### src/rtl/core/ghed_pkg.sv
// ----------------------------------------------------------------------------
// ghed_pkg : shared types and constants for the gamepad hold/edge/deadzone block
// Slot masks, register indexes, reset values and the divider request/response.
// ----------------------------------------------------------------------------
package ghed_pkg;

    localparam int PAD_COUNT_DEF = 4;
    localparam int BUTTON_SLOTS  = 14;
    localparam int COMBO_SLOTS   = 4;
    localparam int SLOT_COUNT    = BUTTON_SLOTS + COMBO_SLOTS;
    localparam int AXIS_UNITS    = 80;
    localparam int COUNT_W       = 16;

    localparam logic [4:0] LAST_SLOT = 5'(SLOT_COUNT - 1);

    localparam logic [6:0] DEAD_ZONE_RST = 7'd7;
    localparam logic [6:0] FULL_X_RST    = 7'd59;
    localparam logic [6:0] FULL_Y_RST    = 7'd61;

    localparam logic [1:0] CFG_DEAD_ZONE = 2'd0;
    localparam logic [1:0] CFG_FULL_X    = 2'd1;
    localparam logic [1:0] CFG_FULL_Y    = 2'd2;

    localparam logic [15:0] MASK_L = 16'h0020;
    localparam logic [15:0] MASK_R = 16'h0010;

    typedef struct packed {
        logic       start;
        logic [7:0] mag;
        logic [6:0] lo;
        logic [6:0] hi;
    } ghed_div_req_t;

    typedef struct packed {
        logic       done;
        logic [6:0] quo;
    } ghed_div_rsp_t;

    // button word mask watched by each slot; combo slots list the third button
    function automatic logic [15:0] slot_mask(input logic [4:0] slot_idx);
        logic [15:0] m;
        unique case (slot_idx)
            5'd0:    m = 16'h8000;
            5'd1:    m = 16'h4000;
            5'd2:    m = 16'h0002;
            5'd3:    m = 16'h0004;
            5'd4:    m = 16'h0008;
            5'd5:    m = 16'h0001;
            5'd6:    m = 16'h2000;
            5'd7:    m = 16'h0020;
            5'd8:    m = 16'h0010;
            5'd9:    m = 16'h0800;
            5'd10:   m = 16'h0400;
            5'd11:   m = 16'h0200;
            5'd12:   m = 16'h0100;
            5'd13:   m = 16'h1000;
            5'd14:   m = 16'h0004;
            5'd15:   m = 16'h2000;
            5'd16:   m = 16'h8000;
            5'd17:   m = 16'h4000;
            default: m = 16'h0000;
        endcase
        return m;
    endfunction

endpackage

### src/rtl/core/ghed_ram.sv
// ----------------------------------------------------------------------------
// ghed_ram : generic single-write, single-read RAM
// One write port, one read port with registered read data.
// ----------------------------------------------------------------------------
module ghed_ram #(
    parameter int WIDTH = 16,
    parameter int DEPTH = 72,
    localparam int AW   = (DEPTH > 1) ? $clog2(DEPTH) : 1
) (
    input  logic             clk,
    input  logic             wr_en,
    input  logic [AW-1:0]    wr_addr,
    input  logic [WIDTH-1:0] wr_data,
    input  logic [AW-1:0]    rd_addr,
    output logic [WIDTH-1:0] rd_data
);

    logic [WIDTH-1:0] mem [DEPTH];
    logic [WIDTH-1:0] rd_data_reg;

    always_ff @(posedge clk)
    begin
        if (wr_en)
        begin
            mem[wr_addr] <= wr_data;
        end
        rd_data_reg <= mem[rd_addr];
    end

    assign rd_data = rd_data_reg;

endmodule

### src/rtl/core/ghed_axis_div.sv
// ----------------------------------------------------------------------------
// ghed_axis_div : stick axis normaliser
// Clamps a magnitude to the dead zone / full scale window and, unless the span
// is zero or inverted, divides the scaled offset by the span, one quotient bit per cycle.
// ----------------------------------------------------------------------------
module ghed_axis_div
    import ghed_pkg::*;
(
    input  logic          clk,
    input  logic          rst_n,
    input  ghed_div_req_t req,
    output ghed_div_rsp_t rsp
);

    logic        busy_reg;
    logic        done_reg;
    logic [2:0]  cnt_reg;
    logic [6:0]  rem_reg;
    logic [6:0]  sh_reg;
    logic [6:0]  den_reg;

    logic        span_zero;
    logic        inverted;
    logic        over;
    logic        under;
    logic [6:0]  clamped;
    logic [6:0]  diff;
    logic [13:0] num;
    logic [8:0]  trial;
    logic        qbit;
    logic [6:0]  rem_next;
    logic [6:0]  sh_next;

    always_comb
    begin
        span_zero = (req.hi == req.lo);
        inverted  = (req.hi < req.lo);
        over      = (req.mag > {1'b0, req.hi});
        under     = (req.mag < {1'b0, req.lo});
        clamped   = over ? req.hi : (under ? req.lo : req.mag[6:0]);
        diff      = clamped - req.lo;
        num       = 14'(32'(diff) * AXIS_UNITS);
        trial     = {1'b0, rem_reg, sh_reg[6]} - {2'b00, den_reg};
        qbit      = ~trial[8];
        rem_next  = qbit ? trial[6:0] : {rem_reg[5:0], sh_reg[6]};
        sh_next   = {sh_reg[5:0], qbit};
    end

    always_ff @(posedge clk or negedge rst_n)
    begin
        if (!rst_n)
        begin
            busy_reg <= 1'b0;
            done_reg <= 1'b0;
            cnt_reg  <= '0;
        end
        else
        begin
            done_reg <= 1'b0;
            if (req.start)
            begin
                busy_reg <= ~(span_zero | inverted);
                done_reg <= span_zero | inverted;
                cnt_reg  <= '0;
            end
            else if (busy_reg)
            begin
                cnt_reg <= cnt_reg + 3'd1;
                if (cnt_reg == 3'd6)
                begin
                    busy_reg <= 1'b0;
                    done_reg <= 1'b1;
                end
            end
        end
    end

    always_ff @(posedge clk)
    begin
        if (req.start)
        begin
            den_reg <= req.hi - req.lo;
            rem_reg <= num[13:7];
            if (span_zero)
            begin
                sh_reg <= '0;
            end
            else if (inverted)
            begin
                sh_reg <= over ? 7'(AXIS_UNITS) : 7'd0;
            end
            else
            begin
                sh_reg <= num[6:0];
            end
        end
        else if (busy_reg)
        begin
            rem_reg <= rem_next;
            sh_reg  <= sh_next;
        end
    end

    assign rsp.done = done_reg;
    assign rsp.quo  = sh_reg;

endmodule

### src/rtl/core/gamepad_hold_edge_deadzone.sv
// ----------------------------------------------------------------------------
// gamepad_hold_edge_deadzone : per-pad hold counters, edges and stick deadzone
// Each poll updates one pad and produces eighteen results, one per slot.
//
//   Channel | Dir | Handshake            | Payload
//   in      | in  | in_valid / in_stall  | pad_index, button_bits, raw_stick_x/y,
//           |     |                      | elapsed_ticks
//   out     | out | out_valid / out_stall| pad_number, slot, held_frames, edges,
//           |     |                      | held_buttons, axis_x/y, idle_ticks, flags
//   cfg     | in  | cfg_write            | cfg_index, cfg_data
//
// A poll takes two passes of the 7-step shared divider (skipped with L+R
// held), then a read and a write state per slot on the counter RAM; the
// write state waits while a stalled result still holds the output register.
// in_stall is high from the transfer of a poll until its last result is
// loaded into the output register. Reset is asynchronous; counter RAM rows
// read as zero until a pad's first poll has written them.
// ----------------------------------------------------------------------------
module gamepad_hold_edge_deadzone
    import ghed_pkg::*;
#(
    parameter int PAD_COUNT = PAD_COUNT_DEF
) (
    input  logic               clk,
    input  logic               rst_n,

    input  logic               in_valid,
    output logic               in_stall,
    input  logic [1:0]         pad_index,
    input  logic [15:0]        button_bits,
    input  logic signed [7:0]  raw_stick_x,
    input  logic signed [7:0]  raw_stick_y,
    input  logic [7:0]         elapsed_ticks,

    input  logic               cfg_write,
    input  logic [1:0]         cfg_index,
    input  logic [6:0]         cfg_data,

    output logic               out_valid,
    input  logic               out_stall,
    output logic [1:0]         pad_number,
    output logic [4:0]         slot,
    output logic [15:0]        held_frames,
    output logic [15:0]        pressed_edges,
    output logic [15:0]        released_edges,
    output logic [15:0]        held_buttons,
    output logic signed [7:0]  axis_x,
    output logic signed [7:0]  axis_y,
    output logic [31:0]        idle_ticks,
    output logic               combo_mode,
    output logic               last_of_run
);

    localparam int PAD_AW    = (PAD_COUNT > 1) ? $clog2(PAD_COUNT) : 1;
    localparam int RAM_DEPTH = PAD_COUNT * SLOT_COUNT;
    localparam int RAM_AW    = $clog2(RAM_DEPTH);

    typedef enum logic [2:0] {
        S_IDLE,
        S_DX,
        S_WX,
        S_DY,
        S_WY,
        S_UPD,
        S_RD,
        S_WR
    } state_t;

    state_t state_reg;

    logic [6:0]  dz_reg;
    logic [6:0]  fsx_reg;
    logic [6:0]  fsy_reg;

    logic [1:0]  pad_in_reg;
    logic [15:0] btn_reg;
    logic [7:0]  raw_x_reg;
    logic [7:0]  raw_y_reg;
    logic [7:0]  dt_reg;
    logic        combo_reg;
    logic [4:0]  slot_reg;
    logic [6:0]  qx_reg;
    logic [6:0]  qy_reg;

    logic [15:0] prior_btn_reg [PAD_COUNT];
    logic [7:0]  prior_ax_reg  [PAD_COUNT];
    logic [7:0]  prior_ay_reg  [PAD_COUNT];
    logic [31:0] idle_reg      [PAD_COUNT];
    logic [PAD_COUNT-1:0] pad_valid_reg;

    logic [15:0] item_pressed_reg;
    logic [15:0] item_released_reg;
    logic [15:0] item_held_reg;
    logic [7:0]  item_ax_reg;
    logic [7:0]  item_ay_reg;
    logic [31:0] item_idle_reg;

    logic        out_valid_reg;
    logic [1:0]  out_pad_reg;
    logic [4:0]  out_slot_reg;
    logic [15:0] out_frames_reg;
    logic [15:0] out_pressed_reg;
    logic [15:0] out_released_reg;
    logic [15:0] out_held_reg;
    logic [7:0]  out_ax_reg;
    logic [7:0]  out_ay_reg;
    logic [31:0] out_idle_reg;
    logic        out_combo_reg;
    logic        out_last_reg;

    logic [PAD_AW-1:0] pad_sel;
    logic              pad_ok;
    logic              combo_in;
    logic [7:0]        mag_x;
    logic [7:0]        mag_y;
    logic [7:0]        ax_w;
    logic [7:0]        ay_w;
    logic [15:0]       prev_btn;
    logic [15:0]       pressed_w;
    logic [15:0]       released_w;
    logic [32:0]       idle_sum;
    logic [31:0]       idle_sat;
    logic              idle_clear;
    logic              slot_hit;
    logic [15:0]       cnt_old;
    logic [15:0]       cnt_new;
    logic              load;
    logic [RAM_AW-1:0] ram_addr;
    logic [15:0]       ram_rd;

    ghed_div_req_t div_req;
    ghed_div_rsp_t div_rsp;

    always_comb
    begin
        pad_sel    = PAD_AW'(pad_in_reg);
        pad_ok     = ({30'd0, pad_index} < 32'(PAD_COUNT));
        combo_in   = ((button_bits & MASK_L) != '0) && ((button_bits & MASK_R) != '0);
        mag_x      = raw_x_reg[7] ? (8'd0 - raw_x_reg) : raw_x_reg;
        mag_y      = raw_y_reg[7] ? (8'd0 - raw_y_reg) : raw_y_reg;
        ax_w       = raw_x_reg[7] ? (8'd0 - {1'b0, qx_reg}) : {1'b0, qx_reg};
        ay_w       = raw_y_reg[7] ? (8'd0 - {1'b0, qy_reg}) : {1'b0, qy_reg};
        prev_btn   = prior_btn_reg[pad_sel];
        pressed_w  = ~prev_btn & btn_reg;
        released_w = prev_btn & ~btn_reg;
        idle_clear = (pressed_w != '0) || (ax_w != prior_ax_reg[pad_sel])
                     || (ay_w != prior_ay_reg[pad_sel]);
        idle_sum   = {1'b0, idle_reg[pad_sel]} + {25'd0, dt_reg};
        idle_sat   = idle_sum[32] ? '1 : idle_sum[31:0];

        slot_hit   = ((slot_reg >= 5'(BUTTON_SLOTS)) == combo_reg)
                     && ((btn_reg & slot_mask(slot_reg)) != '0);
        cnt_old    = pad_valid_reg[pad_sel] ? ram_rd : 16'd0;
        cnt_new    = !slot_hit ? 16'd0 : ((cnt_old == '1) ? cnt_old : cnt_old + 16'd1);
        load       = (state_reg == S_WR) && (!out_valid_reg || !out_stall);
        ram_addr   = RAM_AW'(32'(pad_sel) * SLOT_COUNT + 32'(slot_reg));

        div_req.start = (state_reg == S_DX) || (state_reg == S_DY);
        div_req.mag   = (state_reg == S_DY) ? mag_y : mag_x;
        div_req.lo    = dz_reg;
        div_req.hi    = (state_reg == S_DY) ? fsy_reg : fsx_reg;
    end

    ghed_axis_div u_axis_div (
        .clk   (clk),
        .rst_n (rst_n),
        .req   (div_req),
        .rsp   (div_rsp)
    );

    ghed_ram #(
        .WIDTH (COUNT_W),
        .DEPTH (RAM_DEPTH)
    ) u_count_ram (
        .clk     (clk),
        .wr_en   (load),
        .wr_addr (ram_addr),
        .wr_data (cnt_new),
        .rd_addr (ram_addr),
        .rd_data (ram_rd)
    );

    always_ff @(posedge clk or negedge rst_n)
    begin
        if (!rst_n)
        begin
            state_reg         <= S_IDLE;
            dz_reg            <= DEAD_ZONE_RST;
            fsx_reg           <= FULL_X_RST;
            fsy_reg           <= FULL_Y_RST;
            pad_in_reg        <= '0;
            btn_reg           <= '0;
            raw_x_reg         <= '0;
            raw_y_reg         <= '0;
            dt_reg            <= '0;
            combo_reg         <= 1'b0;
            slot_reg          <= '0;
            qx_reg            <= '0;
            qy_reg            <= '0;
            pad_valid_reg     <= '0;
            item_pressed_reg  <= '0;
            item_released_reg <= '0;
            item_held_reg     <= '0;
            item_ax_reg       <= '0;
            item_ay_reg       <= '0;
            item_idle_reg     <= '0;
            out_valid_reg     <= 1'b0;
            out_pad_reg       <= '0;
            out_slot_reg      <= '0;
            out_frames_reg    <= '0;
            out_pressed_reg   <= '0;
            out_released_reg  <= '0;
            out_held_reg      <= '0;
            out_ax_reg        <= '0;
            out_ay_reg        <= '0;
            out_idle_reg      <= '0;
            out_combo_reg     <= 1'b0;
            out_last_reg      <= 1'b0;
            for (int i = 0; i < PAD_COUNT; i++)
            begin
                prior_btn_reg[i] <= '0;
                prior_ax_reg[i]  <= '0;
                prior_ay_reg[i]  <= '0;
                idle_reg[i]      <= '0;
            end
        end
        else
        begin
            if (cfg_write)
            begin
                unique case (cfg_index)
                    CFG_DEAD_ZONE: dz_reg  <= cfg_data;
                    CFG_FULL_X:    fsx_reg <= cfg_data;
                    CFG_FULL_Y:    fsy_reg <= cfg_data;
                    default:       ;
                endcase
            end

            if (out_valid_reg && !out_stall && !load)
            begin
                out_valid_reg <= 1'b0;
            end

            unique case (state_reg)
                S_IDLE:
                begin
                    if (in_valid && pad_ok)
                    begin
                        pad_in_reg <= pad_index;
                        btn_reg    <= button_bits;
                        raw_x_reg  <= raw_stick_x;
                        raw_y_reg  <= raw_stick_y;
                        dt_reg     <= elapsed_ticks;
                        combo_reg  <= combo_in;
                        slot_reg   <= '0;
                        state_reg  <= combo_in ? S_UPD : S_DX;
                    end
                end
                S_DX:
                begin
                    state_reg <= S_WX;
                end
                S_WX:
                begin
                    if (div_rsp.done)
                    begin
                        qx_reg    <= div_rsp.quo;
                        state_reg <= S_DY;
                    end
                end
                S_DY:
                begin
                    state_reg <= S_WY;
                end
                S_WY:
                begin
                    if (div_rsp.done)
                    begin
                        qy_reg    <= div_rsp.quo;
                        state_reg <= S_UPD;
                    end
                end
                S_UPD:
                begin
                    if (combo_reg)
                    begin
                        prior_btn_reg[pad_sel] <= '0;
                        prior_ax_reg[pad_sel]  <= '0;
                        prior_ay_reg[pad_sel]  <= '0;
                        item_pressed_reg       <= '0;
                        item_released_reg      <= '0;
                        item_held_reg          <= '0;
                        item_ax_reg            <= '0;
                        item_ay_reg            <= '0;
                        item_idle_reg          <= idle_reg[pad_sel];
                    end
                    else
                    begin
                        prior_btn_reg[pad_sel] <= btn_reg;
                        prior_ax_reg[pad_sel]  <= ax_w;
                        prior_ay_reg[pad_sel]  <= ay_w;
                        idle_reg[pad_sel]      <= idle_clear ? 32'd0 : idle_sat;
                        item_pressed_reg       <= pressed_w;
                        item_released_reg      <= released_w;
                        item_held_reg          <= btn_reg;
                        item_ax_reg            <= ax_w;
                        item_ay_reg            <= ay_w;
                        item_idle_reg          <= idle_clear ? 32'd0 : idle_sat;
                    end
                    state_reg <= S_RD;
                end
                S_RD:
                begin
                    state_reg <= S_WR;
                end
                S_WR:
                begin
                    if (load)
                    begin
                        out_valid_reg    <= 1'b1;
                        out_pad_reg      <= pad_in_reg;
                        out_slot_reg     <= slot_reg;
                        out_frames_reg   <= cnt_new;
                        out_pressed_reg  <= item_pressed_reg;
                        out_released_reg <= item_released_reg;
                        out_held_reg     <= item_held_reg;
                        out_ax_reg       <= item_ax_reg;
                        out_ay_reg       <= item_ay_reg;
                        out_idle_reg     <= item_idle_reg;
                        out_combo_reg    <= combo_reg;
                        out_last_reg     <= (slot_reg == LAST_SLOT);
                        if (slot_reg == LAST_SLOT)
                        begin
                            pad_valid_reg[pad_sel] <= 1'b1;
                            state_reg              <= S_IDLE;
                        end
                        else
                        begin
                            slot_reg  <= slot_reg + 5'd1;
                            state_reg <= S_RD;
                        end
                    end
                end
            endcase
        end
    end

    assign in_stall       = (state_reg != S_IDLE);
    assign out_valid      = out_valid_reg;
    assign pad_number     = out_pad_reg;
    assign slot           = out_slot_reg;
    assign held_frames    = out_frames_reg;
    assign pressed_edges  = out_pressed_reg;
    assign released_edges = out_released_reg;
    assign held_buttons   = out_held_reg;
    assign axis_x         = out_ax_reg;
    assign axis_y         = out_ay_reg;
    assign idle_ticks     = out_idle_reg;
    assign combo_mode     = out_combo_reg;
    assign last_of_run    = out_last_reg;

endmodule

### config.mk
export PLATFORM = sky130hd
export DESIGN_NAME = gamepad_hold_edge_deadzone
export DESIGN_NICKNAME = d
export VERILOG_FILES = /design/src/rtl/core/ghed_pkg.sv /design/src/rtl/core/ghed_ram.sv /design/src/rtl/core/ghed_axis_div.sv /design/src/rtl/core/gamepad_hold_edge_deadzone.sv
export SDC_FILE = /design/constraint.sdc
export NUM_CORES = 2
export LEC_CHECK = 0
export ABC_CLOCK_PERIOD_IN_PS = 8200
export BUFFER_PORTS_ARGS = -buffer_cell sky130_fd_sc_hd__clkbuf_2
export CAP_MARGIN = 20
export CORE_MARGIN = 4
export CORE_UTILIZATION = 45
export DETAILED_ROUTE_END_ITERATION = 8
export PLACE_DENSITY = 0.65
export SLEW_MARGIN = 20
export SYNTH_ARGS = -nofsm -noshare
export SYNTH_HDL_FRONTEND = slang
export SYNTH_SLANG_ARGS = --single-unit
### constraint.sdc
create_clock -name clk -period 8.2 [get_ports clk]
set_input_delay 0.41 -clock clk [delete_from_list [all_inputs] [get_ports clk]]
set_output_delay 0.41 -clock clk [all_outputs]
set_load 0.02 [all_outputs]
### Word-level counts from Yosys, hierarchy flattened

Memory sizes are Yosys's and may differ from the RTL's. A register that Yosys moved wholly into a read port is not among the register bits.
Cells that the tools add are included.

* flip-flop bits (word level): 590
* bits in writable memories: 1152
* ROM bits: 448
* input port bits: 56
* output and inout bits: 123
* memories kept: 2

* add/sub/neg operators: 12
* $mul: 2
* $lt $le $gt $ge: 8
* equality and inequality tests: 21
* multiplexer cells: 80
* bitwise logic cells: 16
* reductions and logical operators: 32

Memory list
* u_count_ram.mem: words 72, bits a word 16, rd ports 1, clocked after Yosys merged registers in 1, write ports 1, RTL line ghed_ram.sv:18 `logic [WIDTH-1:0] mem [DEPTH];`
* (no name shown): words 32, bits a word 14, rd ports 1, clocked after Yosys merged registers in 0, write ports 0, RTL line ghed_pkg.sv:42 `unique case (slot_idx)`

Operator list (number)
* 2-to-1 mux 32 bit: 8
* 2-to-1 mux 16 bit: 9
* bitwise mux 128 bit: 1
* 2-to-1 mux 8 bit: 12
* 2-to-1 mux 7 bit: 11
* bitwise AND 32 bit: 2
* bitwise AND 64 bit: 1
* binary-select mux 32 bit (select 2 bit): 1
* bitwise mux 32 bit: 2
* bitwise mux 64 bit: 1
* demux 32 bit (select 2 bit): 1
* 2-to-1 mux 64 bit: 1
* inverter 64 bit: 1
* bitwise AND 16 bit: 3
* adder 32 x 8 -> 33 bit: 1
* binary-select mux 16 bit (select 2 bit): 1
* binary-select mux 8 bit (select 2 bit): 2
* demux 16 bit (select 2 bit): 1
* inverter 16 bit: 2
* inverter 32 bit: 1
* nonzero test 16 bit: 2
* 2-to-1 mux 3 bit: 8
* one-hot mux 3 bit (8 select lines): 1
* adder 16 x 1 -> 16 bit, second input constant: 1
* 49 further kinds: 97

### Longest topological paths before layout

* depth in word-level cells: 11
* gate-level depth with buffers: 32

### Cells and area by module

From an unflattened synthesis, not the netlist that was laid out.

* cells, all modules: 4794
* area, all modules: 72873.6 um^2

By module, submodules not included
* ghed_ram: times used 1, cells an instance 1993, area an instance 44662.8 um^2, sequential area each 34913.5 um^2
* gamepad_hold_edge_deadzone: times used 1, cells an instance 2514, area an instance 25583.3 um^2, sequential area each 14129.8 um^2
* ghed_axis_div: times used 1, cells an instance 287, area an instance 2627.5 um^2, sequential area each 755.7 um^2

### Worst setup path after synthesis

No wires, ideal clock.

* path type: reg-to-reg
* start point: register raw_x_reg[0]
* end point: register u_axis_div.rem_reg[5] (data pin)
* arrival time: 5.600 ns
* required time: 7.922 ns
* setup slack: 2.321 ns
* stages on the path, launching flop included: 30
* period minus slack after synthesis: 5.879 ns
* path through: dfrtp_1 -> inv_1 -> ha_1 -> or3b_2 -> o31ai_1 -> xor2_1 -> mux2i_1 -> ha_1 -> and4_1 -> o21ai_0 -> o211ai_1 -> clkbuf_1 -> nor2_1 -> a21oi_1 -> o21ai_0 -> ha_1 -> fa_1 -> nor2b_1 -> o21a_1 -> nor2_1 -> xnor2_1 -> ha_1 -> ha_1 -> a21o_1 -> a21oi_1 -> o21bai_1 -> a21oi_1 -> xnor2_1 -> xnor2_1 -> mux2i_1

* longest elaborated chain between the ends: 9
* elaborated cells between the ends (all ways): 10

Ends and longest elaborated chain
* from (decl): RTL line gamepad_hold_edge_deadzone.sv:77 `logic [7:0] raw_x_reg;`
* from (signal assigned): RTL line gamepad_hold_edge_deadzone.sv:251 `raw_x_reg <= raw_stick_x;`
* subtractor 1 x 8 -> 8 bit: RTL line gamepad_hold_edge_deadzone.sv:139 `mag_x = raw_x_reg[7] ? (8'd0 - raw_x_reg) : raw_x_reg;`
* 2-to-1 mux 8 bit (*): RTL line gamepad_hold_edge_deadzone.sv:139
* 2-to-1 mux 8 bit (*): RTL line gamepad_hold_edge_deadzone.sv:159 `div_req.mag = (state_reg == S_DY) ? mag_y : mag_x;`
* less-than comparator 8 x 7 -> 1 bit: RTL line ghed_axis_div.sv:39 `under = (req.mag < {1'b0, req.lo});`
* 2-to-1 mux 7 bit: RTL line ghed_axis_div.sv:40 `clamped = over ? req.hi : (under ? req.lo : req.mag[6:0]);`
* 2-to-1 mux 7 bit (*): RTL line ghed_axis_div.sv:40
* subtractor 7 bit (*): RTL line ghed_axis_div.sv:41 `diff = clamped - req.lo;`
* multiplier 7 x 3 -> 10 bit (*): RTL line ghed_axis_div.sv:42 `num = 14'(32'(diff) * AXIS_UNITS);`
* 2-to-1 mux 7 bit (*): RTL line ghed_axis_div.sv:80 `if (req.start)`
* to (signal assigned): RTL line ghed_axis_div.sv:83 `rem_reg <= num[13:7];`
* to (signal assigned): RTL line ghed_axis_div.sv:99 `rem_reg <= rem_next;`
* to (decl): RTL line ghed_axis_div.sv:18 `logic [6:0] rem_reg;`

Mark *: on every way between the ends. The rest lies on a longest branch, timed or not.
A chain may end at the register's enable or synchronous reset.

### Worst setup path in the final report

Same ends and word-level chain as after synthesis.

==> flow_metrics.py <==
metrics = {
    "grt": {
        "grt_use_total": 0.2367,
        "grt_overflow": 0,
        "grt_pass1_wl_um": 290900,
        "antenna_found_initial": 5,
        "grt_max_degree": 169,
        "grt_pass1_vias": 43930,
    },
    "clocking": {
        "clkTransAtPathRegs_ps": 60,
        "h-tree-depth": 4,
        "cts.path.max_buffers": 3,
        "root_buffer": "clkbuf_16",
        "cts.sinks": 1758,
        "cts_buffers": 178,
        "cts_tree": "built",
        "clock_latency_ps": 830,
        "cts_resized": 0,
    },
    "final_layout": {
        "multi_input_area_um2": 19200,
        "area_delta_synth_final_pct": 14.43,
        "stdcell_count": 7442,
        "register_area_um2": 49810,
        "fillers": 12660,
        "largest_reg_flops": 1152,
        "drive_above_1_share": 0.1535,
        "fin_nets": 5381,
    },
    "timing": {
        "period_needed_ps": 6752,
        "setup_viol_count_final": 0,
        "max_slew_margin": 0.2466,
        "slew_violations": 0,
        "fin_setup_tns_ps": 0,
        "final-hold-violation-count": 0,
        "tightest_slew_ps": 1130,
        "clock_skew_ps": 50.67,
        "max_freq_mhz": 148.1,
        "finalHoldWorstSlack_ps": 57.61,
        "rsz0062_at_grt": "no",
        "period_share": 0.8234,
    },
    "logic_synthesis": {
        "syn_area_um2": 70240,
        "synth_top_area_frac": 0.5015,
        "synth.distinct_cells": 80,
        "yosysSeqAreaShare": 0.7090,
        "async_reset_ff_frac": 0.3237,
        "yosysMostFrequentCell": "edfxtp_1",
        "synth-edff-count": 1173,
        "synthFlopType": "edfxtp_1",
        "postSynthCellCount": 4988,
        "ys_top_cells_by_count": "edfxtp_1 (1173), nand2_1 (731), dfrtp_1 (556), a22oi_1 (345), o21ai_0 (334)",
        "synth_area_leaders": "edfxtp_1 (50%), dfrtp_1 (20%), nand2_1 (3.9%)",
        "synth_nets": 5116,
        "ys_seq_elements": 1758,
        "yosysWarningCount": 0,
        "synth_top_area_cell": "edfxtp_1",
        "postSynthAreaPerCell_um2": 14.08,
    },
    "floorplanning": {
        "die_y_um": 403.1,
        "start_util": 0.4544,
        "ios": 179,
        "dieArea_um2": 162500,
        "die_w_um": 403.1,
        "coreArea_um2": 154600,
        "rows": 144,
    },
    "power": {
        "power_per_cell_area_nw_per_um2": 298.2,
        "p_leak_nw": 31.94,
        "ir_drop_mv": 0.2328,
    },
    "critical_path": {
        "cpPeakStageDelay_ps": 760,
        "reg2reg_to": "u_axis_div.rem_reg[5]",
        "startpoint_type": "flip-flop",
        "crit_path_end_kind": "flip-flop",
        "crit_path_top_delay_cell": "o211ai_1",
        "cp.arrival_ps": 7300,
        "cp.required_ps": 8740,
        "path_depth": 28,
        "rr_worst_depth": 28,
        "cp_common_cell": "ha_1",
        "path_buf_inv": 1,
        "r2r-start": "raw_x_reg[0]",
        "cp-endpoint": "u_axis_div.rem_reg[5]",
        "cp_max_fo": 14,
        "crit_family": "compound AO/OA/AOI/OAI gates",
        "worstSetupPathType": "flip-flop to flip-flop",
        "r2r_slack_ps": 1450,
        "crit_start": "raw_x_reg[0]",
    },
    "routing": {
        "vias_per_cell": 6.031,
        "ant_nets": 0,
        "wl_um": 194900,
        "route.vias.total": 44890,
        "drc_errors": 0,
        "firstDrtPassIters": 6,
        "drt_iter0_markers": 5154,
        "wl_per_cell_um": 26.18,
    },
    "job": {
        "cap_viol_max_count": 0,
    },
    "hold_path": {
        "min_delay_path_depth": 3,
        "holdCritPathClass": "input port to flip-flop",
    },
    "place": {
        "port_buffers": 178,
        "place_inst": 7067,
        "hpwl_um": 116600,
        "gp_congestion": 0.8960,
    },
    "status": {
        "status": "completed",
    },
}
## repair_timing
item	in CTS	in global routing
hold buffers	50	0
setup buffers	0	0
endpoints found under the hold margin	180	0
## worst register-to-register path, delay by kind of cell, from the launching register on
family	cells	cell delay (ps)
DFF	1	410
adders and majority gates	6	1720
AOI/OAI and AO/OA	10	2150
xor gates and xnor gates	4	670
muxes	2	530
and+or+nand+nor	5	910
buffers and inverters	1	100
## placed cells by master, fill, tap and decap left out, types with 44 or more instances in the layout
cell / n
xnor2_1: 48
a31oi_1: 59
mux4_2: 69
nor2_1: 169
edfxtp_1: 1173
nand3_1: 44
dfrtp_1: 553
buf_4: 154
nand2_1: 730
ha_1: 65
a221oi_1: 108
dlygate4sd3_1: 50
a21oi_1: 74
a22oi_1: 345
clkbuf_2: 177
a22o_1: 141
clkbuf_16: 180
mux2_2: 85
nand4_1: 86
inv_1: 70
o21ai_0: 334
## cell type report
cell class,instances,share of cell area
clock buffers,234,0.06030
well taps,2044,0.03182
diodes,3,0.00009340
repair buffers,390,0.03381
flip-flops and latches,1758,0.6197
inverters,71,0.003316
multi-input cells,2854,0.2389
clock inverters,88,0.01208
## metal layers
layer	vias up	wire length (µm)	global-route usage
met5	-	62	0.002974
met4	2	6939	0.08314
met3	384	17120	0.04899
met2	2089	90840	0.3710
met1	22800	79900	0.3306
li1	19620	-	-
## power by group
| group | switching, mW | leakage [nW] | internal [mW] |
|---|---|---|---|
| clock | 3.50 | 2.83 | 4.52 |
| combinational | 3.95 | 8.45 | 1.58 |
| sequential | 0.374 | 20.7 | 10.0 |
| total | 7.82 | 31.9 | 16.2 |
## worst min-delay path by stage
stage | endpoint | from | slack, ps
after global placement | pad_valid_reg[3] | pad_valid_reg[3] | 440
after floorplan | axis_x[0] | rst_n | 110
after detailed placement | pad_valid_reg[3] | pad_valid_reg[3] | 440
after CTS | out_valid | out_stall | 4
after global routing | out_valid | out_stall | 70
final | out_valid | out_stall | 60
## cells by family (layout without fill, tap and decap cells)
family | after synthesis | count (layout) | synth area share
DFF | 1758 | 1758 | 0.7090
AOI/OAI and AO/OA | 1277 | 1277 | 0.1249
and+or+nand+nor | 1203 | 1203 | 0.07401
buffers and inverters | 376 | 783 | 0.02132
muxes | 202 | 202 | 0.04375
xor gates and xnor gates | 100 | 100 | 0.01361
adders and majority gates | 72 | 72 | 0.01347
other | 0 | 3 | 0
## through the flow
stage | power, mW | utilization | setup slack, ps | area (µm²)
3_5_place_dp | 16.01 | 0.4790 | 1467 | 74050
2_1_floorplan | 13.70 | - | 2321 | 70240
5_1_grt | 24.91 | 0.5199 | 710.9 | 80370
4_1_cts | 24.04 | 0.5199 | 1392 | 80370
6_report | 23.97 | 0.5200 | 1448 | 80380
3_3_place_gp | 15.98 | 0.4790 | 1489 | 74050
Note: power is estimated with default switching activity, not from simulation.
